**config.mk**
```make
export PLATFORM = sky130hd
export DESIGN_NAME = swerve_module_pi_control_unit_flat
export DESIGN_NICKNAME = d
export VERILOG_FILES = /design/src/hw/rtl/spc_pkg.sv /design/src/hw/rtl/spc_if.sv /design/src/hw/rtl/spc_cfg_regs.sv /design/src/hw/rtl/spc_mul.sv /design/src/hw/rtl/swerve_module_pi_control_unit.sv /design/src/flat_wrapper.sv
export SDC_FILE = /design/constraint.sdc
export NUM_CORES = 2
export LEC_CHECK = 0
export BUFFER_PORTS_ARGS = -buffer_cell sky130_fd_sc_hd__buf_2
export CORE_ASPECT_RATIO = 0.6
export CORE_MARGIN = 10
export CORE_UTILIZATION = 55
export DETAILED_ROUTE_END_ITERATION = 8
export PLACE_DENSITY = 0.73
export SLEW_MARGIN = 10
export SYNTH_ARGS = -nofsm -noshare
export SYNTH_HDL_FRONTEND = slang
export SYNTH_SLANG_ARGS = --single-unit
```
**constraint.sdc**
```tcl
create_clock -name clk -period 16.8 [get_ports clk]
set_input_delay 0 -clock clk [delete_from_list [all_inputs] [get_ports clk]]
set_output_delay 0 -clock clk [all_outputs]
set_load 0.03 [all_outputs]
```
**src/hw/rtl/spc_pkg.sv**
```systemverilog
`default_nettype none

package spc_pkg;

	// Loop timing: integrator step is err * 2^(16 - LOOP_TIME_SHIFT)
	localparam int LOOP_TIME_SHIFT = 6;
	localparam int INTEG_SHIFT     = 16 - LOOP_TIME_SHIFT;

	// Field widths
	localparam int ANGLE_W = 15;
	localparam int SPEED_W = 16;
	localparam int DUTY_W  = 16;
	localparam int GAIN_W  = 16;
	localparam int LIM_W   = 31;

	// Configuration port
	localparam int CFG_IDX_W  = 3;
	localparam int CFG_DATA_W = 31;

	typedef enum logic [CFG_IDX_W-1:0] {
		REG_STEER_PROP_GAIN   = 3'd0,
		REG_STEER_OUTPUT_GAIN = 3'd1,
		REG_STEER_TIME_CONST  = 3'd2,
		REG_STEER_INTEG_LIMIT = 3'd3,
		REG_DRIVE_OUTPUT_GAIN = 3'd4,
		REG_DRIVE_TIME_CONST  = 3'd5,
		REG_DRIVE_INTEG_LIMIT = 3'd6,
		REG_TURN_FEEDFORWARD  = 3'd7
	} cfg_idx_t;

	typedef struct packed {
		logic [GAIN_W-1:0] steer_prop_gain;
		logic [GAIN_W-1:0] steer_output_gain;
		logic [GAIN_W-1:0] steer_time_const;
		logic [LIM_W-1:0]  steer_integ_limit;
		logic [GAIN_W-1:0] drive_output_gain;
		logic [GAIN_W-1:0] drive_time_const;
		logic [LIM_W-1:0]  drive_integ_limit;
		logic [GAIN_W-1:0] turn_feedforward;
	} cfg_t;

	// Angle arithmetic, 1/64 degree
	localparam int ANG_W = ANGLE_W + 2;
	localparam logic signed [ANG_W-1:0] ANG_HALF    = ANG_W'(11520);
	localparam logic signed [ANG_W-1:0] ANG_FULL    = ANG_W'(23040);
	localparam logic signed [ANG_W-1:0] ANG_QUARTER = ANG_W'(5760);

	// Shared multiplier
	localparam int MUL_A_W = 32;
	localparam int MUL_B_W = GAIN_W + 1;
	localparam int MUL_P_W = MUL_A_W + MUL_B_W;

	// Datapath widths
	localparam int RATE_W   = 23;
	localparam int FF_W     = 30;
	localparam int ERR_W    = MUL_A_W;
	localparam int INTEG_W  = 32;
	localparam int ACC_W    = ERR_W + INTEG_SHIFT + 1;
	localparam int SUMF_W   = MUL_P_W + 9;
	localparam int SUM_BITS = 24;
	localparam int SUM_W    = SUM_BITS + 2;
	localparam int DUTY_PRE_W = MUL_P_W - 9 + 1;

	localparam logic signed [SUMF_W-1:0] SUM_MAX = SUMF_W'(1) <<< SUM_BITS;
	localparam logic signed [DUTY_PRE_W-1:0] DUTY_MAX = DUTY_PRE_W'(32767);
	localparam logic signed [DUTY_PRE_W-1:0] DUTY_MIN = -DUTY_PRE_W'(32768);

endpackage

`default_nettype wire

```
**src/hw/rtl/spc_if.sv**
```systemverilog
`default_nettype none

interface spc_tick_if import spc_pkg::*; ();
	logic                      valid;
	logic                      ready;
	logic signed [ANGLE_W-1:0] target_angle;
	logic signed [SPEED_W-1:0] target_speed;
	logic signed [ANGLE_W-1:0] measured_angle;
	logic signed [SPEED_W-1:0] measured_steer_rate;
	logic signed [SPEED_W-1:0] measured_speed;

	modport source (
		output valid, target_angle, target_speed, measured_angle,
			measured_steer_rate, measured_speed,
		input  ready
	);
	modport sink (
		input  valid, target_angle, target_speed, measured_angle,
			measured_steer_rate, measured_speed,
		output ready
	);
endinterface

interface spc_duty_if import spc_pkg::*; ();
	logic                     valid;
	logic                     ready;
	logic signed [DUTY_W-1:0] steer_command;
	logic signed [DUTY_W-1:0] drive_command;
	logic                     reversed;

	modport source (
		output valid, steer_command, drive_command, reversed,
		input  ready
	);
	modport sink (
		input  valid, steer_command, drive_command, reversed,
		output ready
	);
endinterface

interface spc_cfg_if import spc_pkg::*; ();
	logic                  valid;
	logic                  ready;
	logic [CFG_IDX_W-1:0]  index;
	logic [CFG_DATA_W-1:0] data;

	modport source (
		output valid, index, data,
		input  ready
	);
	modport sink (
		input  valid, index, data,
		output ready
	);
endinterface

`default_nettype wire

```
**src/hw/rtl/spc_cfg_regs.sv**
```systemverilog
`default_nettype none

module spc_cfg_regs import spc_pkg::*; (
	input  logic      clk,
	input  logic      arst_n,
	spc_cfg_if.sink   cfg,
	output cfg_t      regs
);

	cfg_t regs_q;

	assign cfg.ready = 1'b1;
	assign regs      = regs_q;

	always_ff @(posedge clk or negedge arst_n) begin
		if (!arst_n) begin
			regs_q <= '0;
		end else if (cfg.valid) begin
			case (cfg_idx_t'(cfg.index))
				REG_STEER_PROP_GAIN:   regs_q.steer_prop_gain   <= cfg.data[GAIN_W-1:0];
				REG_STEER_OUTPUT_GAIN: regs_q.steer_output_gain <= cfg.data[GAIN_W-1:0];
				REG_STEER_TIME_CONST:  regs_q.steer_time_const  <= cfg.data[GAIN_W-1:0];
				REG_STEER_INTEG_LIMIT: regs_q.steer_integ_limit <= cfg.data[LIM_W-1:0];
				REG_DRIVE_OUTPUT_GAIN: regs_q.drive_output_gain <= cfg.data[GAIN_W-1:0];
				REG_DRIVE_TIME_CONST:  regs_q.drive_time_const  <= cfg.data[GAIN_W-1:0];
				REG_DRIVE_INTEG_LIMIT: regs_q.drive_integ_limit <= cfg.data[LIM_W-1:0];
				REG_TURN_FEEDFORWARD:  regs_q.turn_feedforward  <= cfg.data[GAIN_W-1:0];
				default: ;
			endcase
		end
	end

endmodule

`default_nettype wire

```
**src/hw/rtl/spc_mul.sv**
```systemverilog
`default_nettype none

module spc_mul import spc_pkg::*; (
	input  logic                      clk,
	input  logic                      en,
	input  logic signed [MUL_A_W-1:0] a,
	input  logic signed [MUL_B_W-1:0] b,
	output logic signed [MUL_P_W-1:0] p
);

	logic signed [MUL_P_W-1:0] p_q;

	assign p = p_q;

	always_ff @(posedge clk) begin
		if (en) begin
			p_q <= MUL_P_W'(a) * MUL_P_W'(b);
		end
	end

endmodule

`default_nettype wire

```
**src/hw/rtl/swerve_module_pi_control_unit.sv**
```systemverilog
`default_nettype none

// Swerve module steer/drive controller. One beat on tick runs one control step:
// angle error with reverse handling and wrap, proportional steer rate command,
// then steer and drive PI velocity loops with clamped integrators, giving one
// beat on duty (saturated Q1.15 steer and drive duty plus the reverse flag).
// A single 32x17 multiplier, shared by both loops under a step sequencer, does
// all products. How long an item keeps the block busy after its accept depends
// on how many 360 degree wrap steps the angle error needs and on whether the
// reverse flag toggles, and it stays in ST_DONE while the previous result still
// waits in the duty register. tick.ready is high only between items. Registers
// on cfg are taken every cycle and must be written while the block is idle.
module swerve_module_pi_control_unit import spc_pkg::*; (
	input  logic        clk,
	input  logic        arst_n,
	spc_tick_if.sink    tick,
	spc_duty_if.source  duty,
	spc_cfg_if.sink     cfg
);

	typedef enum logic [12:0] {
		ST_IDLE     = 13'b0000000000001,
		ST_WRAP1    = 13'b0000000000010,
		ST_FLIP     = 13'b0000000000100,
		ST_WRAP2    = 13'b0000000001000,
		ST_RATE     = 13'b0000000010000,
		ST_FF       = 13'b0000000100000,
		ST_DERR     = 13'b0000001000000,
		ST_PI_ACC   = 13'b0000010000000,
		ST_PI_CLAMP = 13'b0000100000000,
		ST_PI_SUM   = 13'b0001000000000,
		ST_PI_GAIN  = 13'b0010000000000,
		ST_PI_OUT   = 13'b0100000000000,
		ST_DONE     = 13'b1000000000000
	} state_t;

	cfg_t regs;

	spc_cfg_regs u_cfg (
		.clk    (clk),
		.arst_n (arst_n),
		.cfg    (cfg),
		.regs   (regs)
	);

	state_t state_q;
	logic   rev_q;
	logic   loop_q;
	logic   out_valid_q;

	logic signed [INTEG_W-1:0] integ_s_q;
	logic signed [INTEG_W-1:0] integ_d_q;

	logic signed [ANG_W-1:0]   ang_q;
	logic signed [SPEED_W-1:0] tspd_q;
	logic signed [SPEED_W-1:0] mrate_q;
	logic signed [SPEED_W-1:0] mspd_q;
	logic signed [ERR_W-1:0]   err_s_q;
	logic signed [ERR_W-1:0]   err_d_q;
	logic signed [ACC_W-1:0]   acc_q;
	logic signed [SUM_W-1:0]   sum_q;
	logic signed [DUTY_W-1:0]  scmd_q;
	logic signed [DUTY_W-1:0]  dcmd_q;

	logic signed [DUTY_W-1:0]  out_scmd_q;
	logic signed [DUTY_W-1:0]  out_dcmd_q;
	logic                      out_rev_q;

	logic                      mul_en;
	logic signed [MUL_A_W-1:0] mul_a;
	logic signed [MUL_B_W-1:0] mul_b;
	logic signed [MUL_P_W-1:0] mul_p;

	spc_mul u_mul (
		.clk (clk),
		.en  (mul_en),
		.a   (mul_a),
		.b   (mul_b),
		.p   (mul_p)
	);

	// Loop select: 0 steer, 1 drive
	logic        [GAIN_W-1:0]  tau_sel;
	logic        [GAIN_W-1:0]  gain_sel;
	logic        [LIM_W-1:0]   lim_sel;
	logic signed [INTEG_W-1:0] integ_sel;
	logic signed [ERR_W-1:0]   err_sel;

	assign tau_sel   = loop_q ? regs.drive_time_const  : regs.steer_time_const;
	assign gain_sel  = loop_q ? regs.drive_output_gain : regs.steer_output_gain;
	assign lim_sel   = loop_q ? regs.drive_integ_limit : regs.steer_integ_limit;
	assign integ_sel = loop_q ? integ_d_q : integ_s_q;
	assign err_sel   = loop_q ? err_d_q   : err_s_q;

	logic                      accept;
	logic signed [ANG_W-1:0]   ang_start;
	logic                      ang_hi;
	logic                      ang_lo;
	logic signed [ANG_W-1:0]   ang_wrapped;
	logic signed [RATE_W-1:0]  rate_cmd;
	logic signed [ERR_W-1:0]   serr;
	logic signed [FF_W-1:0]    ff;
	logic signed [SPEED_W:0]   tspd_eff;
	logic signed [ERR_W-1:0]   derr;
	logic signed [ACC_W-1:0]   acc;
	logic signed [ACC_W-1:0]   lim_pos;
	logic signed [INTEG_W-1:0] integ_new;
	logic signed [SUMF_W-1:0]  sum_full;
	logic signed [SUM_W-1:0]   sum_clamped;
	logic signed [DUTY_PRE_W-1:0] duty_q;
	logic signed [DUTY_PRE_W-1:0] duty_v;
	logic signed [DUTY_W-1:0]  duty_sat;

	assign accept = tick.valid && tick.ready;

	always_comb begin
		ang_start = ANG_W'(tick.target_angle) - ANG_W'(tick.measured_angle)
			+ (rev_q ? ANG_HALF : ANG_W'(0));
		ang_hi      = ang_q >= ANG_HALF;
		ang_lo      = ang_q < -ANG_HALF;
		ang_wrapped = ang_hi ? ang_q - ANG_FULL : ang_q + ANG_FULL;

		rate_cmd = $signed(mul_p[RATE_W+7:8]);
		serr     = ERR_W'(rate_cmd) - ERR_W'(mrate_q);

		ff       = $signed(mul_p[FF_W+7:8]);
		tspd_eff = rev_q ? -(($bits(tspd_eff))'(tspd_q)) : ($bits(tspd_eff))'(tspd_q);
		derr     = ERR_W'(tspd_eff) - ERR_W'(mspd_q) + ERR_W'(ff);

		acc     = ACC_W'(integ_sel) + (ACC_W'(err_sel) <<< INTEG_SHIFT);
		lim_pos = $signed({{(ACC_W-LIM_W){1'b0}}, lim_sel});
		if (acc_q > lim_pos) begin
			integ_new = INTEG_W'(lim_pos);
		end else if (acc_q < -lim_pos) begin
			integ_new = INTEG_W'(-lim_pos);
		end else begin
			integ_new = INTEG_W'(acc_q);
		end

		// Any sum of 2^24 or more saturates the duty for a nonzero Q8.8 gain
		sum_full = (SUMF_W'(mul_p) <<< 8) + SUMF_W'(integ_sel);
		if (sum_full > SUM_MAX) begin
			sum_clamped = SUM_W'(SUM_MAX);
		end else if (sum_full < -SUM_MAX) begin
			sum_clamped = SUM_W'(-SUM_MAX);
		end else begin
			sum_clamped = SUM_W'(sum_full);
		end

		duty_q = DUTY_PRE_W'($signed(mul_p[MUL_P_W-1:9]));
		duty_v = loop_q ? -duty_q : duty_q;
		if (duty_v > DUTY_MAX) begin
			duty_sat = DUTY_W'(DUTY_MAX);
		end else if (duty_v < DUTY_MIN) begin
			duty_sat = DUTY_W'(DUTY_MIN);
		end else begin
			duty_sat = DUTY_W'(duty_v);
		end
	end

	// Multiplier operand select
	always_comb begin
		mul_en = 1'b0;
		mul_a  = '0;
		mul_b  = '0;
		case (state_q)
			ST_RATE: begin
				mul_en = 1'b1;
				mul_a  = MUL_A_W'(ang_q);
				mul_b  = $signed({1'b0, regs.steer_prop_gain});
			end
			ST_FF: begin
				mul_en = 1'b1;
				mul_a  = MUL_A_W'(rate_cmd);
				mul_b  = MUL_B_W'($signed(regs.turn_feedforward));
			end
			ST_PI_ACC: begin
				mul_en = 1'b1;
				mul_a  = MUL_A_W'(err_sel);
				mul_b  = $signed({1'b0, tau_sel});
			end
			ST_PI_GAIN: begin
				mul_en = 1'b1;
				mul_a  = MUL_A_W'(sum_q);
				mul_b  = $signed({1'b0, gain_sel});
			end
			default: ;
		endcase
	end

	assign tick.ready         = (state_q == ST_IDLE);
	assign duty.valid         = out_valid_q;
	assign duty.steer_command = out_scmd_q;
	assign duty.drive_command = out_dcmd_q;
	assign duty.reversed      = out_rev_q;

	// Sequencer and control state
	always_ff @(posedge clk or negedge arst_n) begin
		if (!arst_n) begin
			state_q     <= ST_IDLE;
			rev_q       <= 1'b0;
			loop_q      <= 1'b0;
			out_valid_q <= 1'b0;
			integ_s_q   <= '0;
			integ_d_q   <= '0;
		end else begin
			if (duty.valid && duty.ready && state_q != ST_DONE) begin
				out_valid_q <= 1'b0;
			end
			case (state_q)
				ST_IDLE: begin
					if (accept) begin
						state_q <= ST_WRAP1;
					end
				end
				ST_WRAP1: begin
					if (!ang_hi && !ang_lo) begin
						state_q <= ST_FLIP;
					end
				end
				ST_FLIP: begin
					if (ang_q > ANG_QUARTER || ang_q < -ANG_QUARTER) begin
						rev_q   <= !rev_q;
						state_q <= ST_WRAP2;
					end else begin
						state_q <= ST_RATE;
					end
				end
				ST_WRAP2: begin
					if (!ang_hi && !ang_lo) begin
						state_q <= ST_RATE;
					end
				end
				ST_RATE: state_q <= ST_FF;
				ST_FF:   state_q <= ST_DERR;
				ST_DERR: begin
					loop_q  <= 1'b0;
					state_q <= ST_PI_ACC;
				end
				ST_PI_ACC: state_q <= ST_PI_CLAMP;
				ST_PI_CLAMP: begin
					if (loop_q) begin
						integ_d_q <= integ_new;
					end else begin
						integ_s_q <= integ_new;
					end
					state_q <= ST_PI_SUM;
				end
				ST_PI_SUM:  state_q <= ST_PI_GAIN;
				ST_PI_GAIN: state_q <= ST_PI_OUT;
				ST_PI_OUT: begin
					if (loop_q) begin
						state_q <= ST_DONE;
					end else begin
						loop_q  <= 1'b1;
						state_q <= ST_PI_ACC;
					end
				end
				ST_DONE: begin
					if (!out_valid_q || duty.ready) begin
						out_valid_q <= 1'b1;
						state_q     <= ST_IDLE;
					end
				end
				default: state_q <= ST_IDLE;
			endcase
		end
	end

	// Datapath registers
	always_ff @(posedge clk) begin
		case (state_q)
			ST_IDLE: begin
				if (accept) begin
					ang_q   <= ang_start;
					tspd_q  <= tick.target_speed;
					mrate_q <= tick.measured_steer_rate;
					mspd_q  <= tick.measured_speed;
				end
			end
			ST_WRAP1, ST_WRAP2: begin
				if (ang_hi || ang_lo) begin
					ang_q <= ang_wrapped;
				end
			end
			ST_FLIP: begin
				if (ang_q > ANG_QUARTER || ang_q < -ANG_QUARTER) begin
					ang_q <= ang_q + ANG_HALF;
				end
			end
			ST_FF:     err_s_q <= serr;
			ST_DERR:   err_d_q <= derr;
			ST_PI_ACC: acc_q   <= acc;
			ST_PI_SUM: sum_q   <= sum_clamped;
			ST_PI_OUT: begin
				if (loop_q) begin
					dcmd_q <= duty_sat;
				end else begin
					scmd_q <= duty_sat;
				end
			end
			ST_DONE: begin
				if (!out_valid_q || duty.ready) begin
					out_scmd_q <= scmd_q;
					out_dcmd_q <= dcmd_q;
					out_rev_q  <= rev_q;
				end
			end
			default: ;
		endcase
	end

endmodule

`default_nettype wire

```
**src/flat_wrapper.sv**
```systemverilog
// flat-port wrapper written by rule: the top's interface ports become plain ports
module swerve_module_pi_control_unit_flat import spc_pkg::*;
  (clk, arst_n, tick_valid, tick_target_angle, tick_target_speed, tick_measured_angle, tick_measured_steer_rate, tick_measured_speed, tick_ready, duty_valid, duty_steer_command, duty_drive_command, duty_reversed, duty_ready, cfg_valid, cfg_index, cfg_data, cfg_ready);
  spc_tick_if tick_i ();
  spc_duty_if duty_i ();
  spc_cfg_if cfg_i ();
  input  logic clk;
  input  logic arst_n;
  input wire logic [$bits(tick_i.valid)-1:0] tick_valid;
  input wire logic [$bits(tick_i.target_angle)-1:0] tick_target_angle;
  input wire logic [$bits(tick_i.target_speed)-1:0] tick_target_speed;
  input wire logic [$bits(tick_i.measured_angle)-1:0] tick_measured_angle;
  input wire logic [$bits(tick_i.measured_steer_rate)-1:0] tick_measured_steer_rate;
  input wire logic [$bits(tick_i.measured_speed)-1:0] tick_measured_speed;
  output wire logic [$bits(tick_i.ready)-1:0] tick_ready;
  output wire logic [$bits(duty_i.valid)-1:0] duty_valid;
  output wire logic [$bits(duty_i.steer_command)-1:0] duty_steer_command;
  output wire logic [$bits(duty_i.drive_command)-1:0] duty_drive_command;
  output wire logic [$bits(duty_i.reversed)-1:0] duty_reversed;
  input wire logic [$bits(duty_i.ready)-1:0] duty_ready;
  input wire logic [$bits(cfg_i.valid)-1:0] cfg_valid;
  input wire logic [$bits(cfg_i.index)-1:0] cfg_index;
  input wire logic [$bits(cfg_i.data)-1:0] cfg_data;
  output wire logic [$bits(cfg_i.ready)-1:0] cfg_ready;
  assign tick_i.valid = tick_valid;
  assign tick_i.target_angle = tick_target_angle;
  assign tick_i.target_speed = tick_target_speed;
  assign tick_i.measured_angle = tick_measured_angle;
  assign tick_i.measured_steer_rate = tick_measured_steer_rate;
  assign tick_i.measured_speed = tick_measured_speed;
  assign tick_ready = tick_i.ready;
  assign duty_valid = duty_i.valid;
  assign duty_steer_command = duty_i.steer_command;
  assign duty_drive_command = duty_i.drive_command;
  assign duty_reversed = duty_i.reversed;
  assign duty_i.ready = duty_ready;
  assign cfg_i.valid = cfg_valid;
  assign cfg_i.index = cfg_index;
  assign cfg_i.data = cfg_data;
  assign cfg_ready = cfg_i.ready;
  swerve_module_pi_control_unit u_core (.clk(clk), .arst_n(arst_n), .tick(tick_i), .duty(duty_i), .cfg(cfg_i));
endmodule
```
==> flow_metrics.tcl <==
set metrics [dict create \
    cts.repair.resized 0 \
    syn-mean-instance-area_um2 9.77 \
    net-switching-power_uw 1550 \
    synth.most_common_cell "inv_1" \
    postRouteWirelength_mm 161 \
    place.detailed.hpwl_mm 126 \
    design.die.area_mm2 0.108 \
    synthTopCellsByArea "fa_1 21%, edfxtp_1 17%, dfrtp_1 11%" \
    tns_ps 0 \
    area.growth.synth_to_final_pct 9.68 \
    port_buffers 151 \
    post_synthesis_sequential_area_ratio_pct 28.7 \
    rsz0062_at_grt "false" \
    synth-edff-count 303 \
    mappedNetlistArea_mm2 0.0524 \
    hp-class "input port to asynchronous set/reset pin" \
    finalWorstSetupSlack_ps 6100 \
    max_stage_delay_ps 710 \
    power_per_cell_area_mw_per_mm2 78.6 \
    rows 87 \
    critPathMaxFanout 39 \
    worst_slew_pin_slew_ps 1360 \
    netlist_top_cells_count "681 x inv_1, 578 x nor2_1, 547 x fa_1" \
    status "finished, violations left" \
    max-clock-path-buffers 3 \
    fmax_mhz 93.4 \
    hold_violations 1 \
    cts.reportedPaths.clkPinSlew_ps 70 \
    synth.largest_area_cell "fa_1" \
    cts_made_buffers 52 \
    ios 153 \
    switching_share_pct 34.4 \
    power.share.sequential_pct 38.9 \
    syn_inst 5369 \
    synth-seq-cells 541 \
    dieWidth_um 419 \
    synthFlopType "edfxtp_1" \
    floorplan.initialDensity_pct 55.6 \
    timing.setup.critical_path_class "flip-flop to flip-flop" \
    worst_ir_drop_vdd_mv 0.110 \
    r2r_slack_ps 6100 \
    ys_warn_count 0 \
    pwr-share-clk_pct 27.9 \
    report.final.slew_viol_count 0 \
    power_report.internal_total_uw 2960 \
    clock_tree_from_tritoncts "built" \
    maximum_number_of_pins_on_one_net_before_global_route_repair 120 \
    dp.cells 6634 \
    detail-route-antenna-nets 0 \
    grt_pass1_vias 40587 \
    detailedPlace.worstSlack_ps 6480 \
    cts_max_level 2 \
    final.min_clock_period_ps 10700 \
    slowest_cell_on_crit_path "nor3_1" \
    globalplace.congestion 1.00 \
    violations "negative hold slack" \
    initial_antenna_violation_count 3 \
    num_vias 41880 \
    synth-async-reset-ratio_pct 44.0 \
    data_arrival_at_the_endpoint_of_the_critical_path_ps 11050 \
    placeableCoreArea_mm2 0.0943 \
    globalRouteOverflowTotal 0 \
    cp_data_required_time_ps 17150 \
    critical_path.most_common_cell "fa_1" \
    holdWs_ps -3.99 \
    post_route_cells_drive_above_1_share_pct 11.1 \
    setup.worst_path.end_class "flip-flop" \
    finClkSkew_ps 70.9 \
    sink_count_of_the_clock_tree 541 \
    ys_types 91 \
    stdcell_count 6823 \
    critPathTopFamily "adder cells" \
    comb_power_share_pct 33.1 \
    grt_first_pass_wirelength_mm 249 \
    insertion_delay_ps 670 \
    post_drt_via_cell_ratio 6.14 \
    number_of_remaining_drc_errors 0 \
    power_uw 4520 \
    pre_repair_dr_iteration_count 6 \
    cp_num_buf_inv 5 \
    max_cap_violations 0 \
    critical_path.startpoint_type "flip-flop" \
    grt_util_all_layers_pct 29.6 \
    synth.net_count 6385 \
    synthDominantCellAreaShare_pct 20.9 \
    relative_slew_slack_pct 9.20 \
    floorplan.die.height_um 259 \
    fillers 7742 \
    period_share_pct 63.7 \
    drt-initial-drc-count 5303 \
    p_leak_uw 0.0261 \
    num-nets-final 6548 \
    wl_per_cell_um 23.7 \
    cts.root.buffer_cell "clkbuf_16" \
    finalSetupViolCount 0 \
]
## power by group through the flow
| stage | logic [µW] | registers (µW) | clock network [µW] |
|---|---|---|---|
| 2_1_floorplan | 1130 | 1700 | 0 |
| 3_3_place_gp | 1400 | 1770 | 0 |
| 3_5_place_dp | 1440 | 1780 | 0 |
| 4_1_cts | 1470 | 1750 | 1270 |
| 5_1_grt | 1660 | 1770 | 1320 |
| 6_report | 1500 | 1760 | 1260 |
## registers in the layout, indices dropped and copies added, names as in the netlist
name / count
u_core.u_cfg.regs: 158
u_core.mspd_q: 16
u_core.rev_q: 1
u_core.integ_s_q: 32
u_core.sum_q: 26
u_core.duty.valid: 1
u_core.err_d_q: 31
u_core.duty.steer_command: 16
u_core.dcmd_q: 16
u_core.duty.reversed: 1
u_core.acc_q: 43
u_core.mrate_q: 16
u_core.loop_q: 1
u_core.state_q: 13
u_core.ang_q: 17
u_core.integ_d_q: 32
u_core.duty.drive_command: 16
u_core.u_mul.p: 49
u_core.tspd_q: 16
u_core.scmd_q: 16
u_core.err_s_q: 24
## per-layer routing
| layer | part of all wire (%) | routed length, µm | track usage, % | vias up |
|---|---|---|---|---|
| li1 | - | - | - | 18620 |
| met1 | 44 | 71800 | 45.1 | 20608 |
| met2 | 39 | 62600 | 39.1 | 2445 |
| met3 | 15 | 24300 | 12.0 | 205 |
| met4 | 1.8 | 2840 | 5.09 | 2 |
| met5 | 0.0081 | 13 | 0.223 | - |
## repair_timing
| item | CTS | global route |
|---|---|---|
| endpoints found under the hold margin | 343 | 0 |
| buffers inserted | 0 | 0 |
| hold buffers | 90 | 0 |
## logic make-up after synthesis
| family | Yosys count | synth area share [%] |
|---|---|---|
| and+or+nand+nor | 1524 | 13.1 |
| adders and majority gates | 899 | 29.3 |
| xor gates and xnor gates | 250 | 4.18 |
| muxes | 257 | 5.42 |
| buffers and inverters | 889 | 6.46 |
| AOI/OAI and AO/OA | 1008 | 12.8 |
| DFF | 541 | 28.7 |
| other | 1 | 0.00715 |
## worst paths after layout
kind                                                    start                                     end  cells after the start
max in group asynchronous                              arst_n               u_core.loop_q$_DFFE_PN0P_                      3
min in group clk                                 cfg_index[0]      u_core.u_cfg.regs[115]$_DFFE_PN0P_                      3
worst min-delay path                                   arst_n       u_core.u_cfg.regs[93]$_DFFE_PN0P_                      2
worst max register to register  u_core.state_q[3]$_DFFE_PN0P_            u_core.u_mul.p[48]$_DFFE_PN_                     34
worst max-delay path            u_core.state_q[3]$_DFFE_PN0P_            u_core.u_mul.p[48]$_DFFE_PN_                     34
worst min register to register     u_core.dcmd_q[2]$_DFFE_PP_  u_core.duty.drive_command[2]$_DFFE_PP_                      0
## stage by stage
step                cell area (µm²)  utilization, %
finish                        57500            61.0
global route                  57500            61.0
CTS                           57500            61.0
detailed placement            54800            58.1
global placement              54800            58.1
floorplan                     52400               -
## cell type report
| cell class | instances | area, µm² | area share, % |
|---|---|---|---|
| repair buffers | 317 | 2240 | 3.89 |
| diodes | 2 | 5.00 | 0.00870 |
| well taps | 1246 | 1560 | 2.71 |
| clock buffers | 70 | 1480 | 2.58 |
| multi-input cells | 3939 | 34300 | 59.6 |
| flip-flops and latches | 541 | 15100 | 26.2 |
| inverters | 681 | 2560 | 4.44 |
| clock inverters | 27 | 333 | 0.579 |
## cells in the final DEF (no fill, tap or decap), types with 90 or more instances in the layout
cell,synthesis,routed
edfxtp_1,303,303
ha_1,352,352
nand2_1,460,459
nor2_1,578,578
buf_2,14,150
mux2_2,217,217
a21oi_1,261,261
xnor2_1,168,168
o21ai_0,207,205
inv_1,681,681
a21o_1,108,108
dlygate4sd3_1,0,90
fa_1,547,547
dfrtp_1,237,236
No activity file was read; power rests on OpenSTA's default activity.
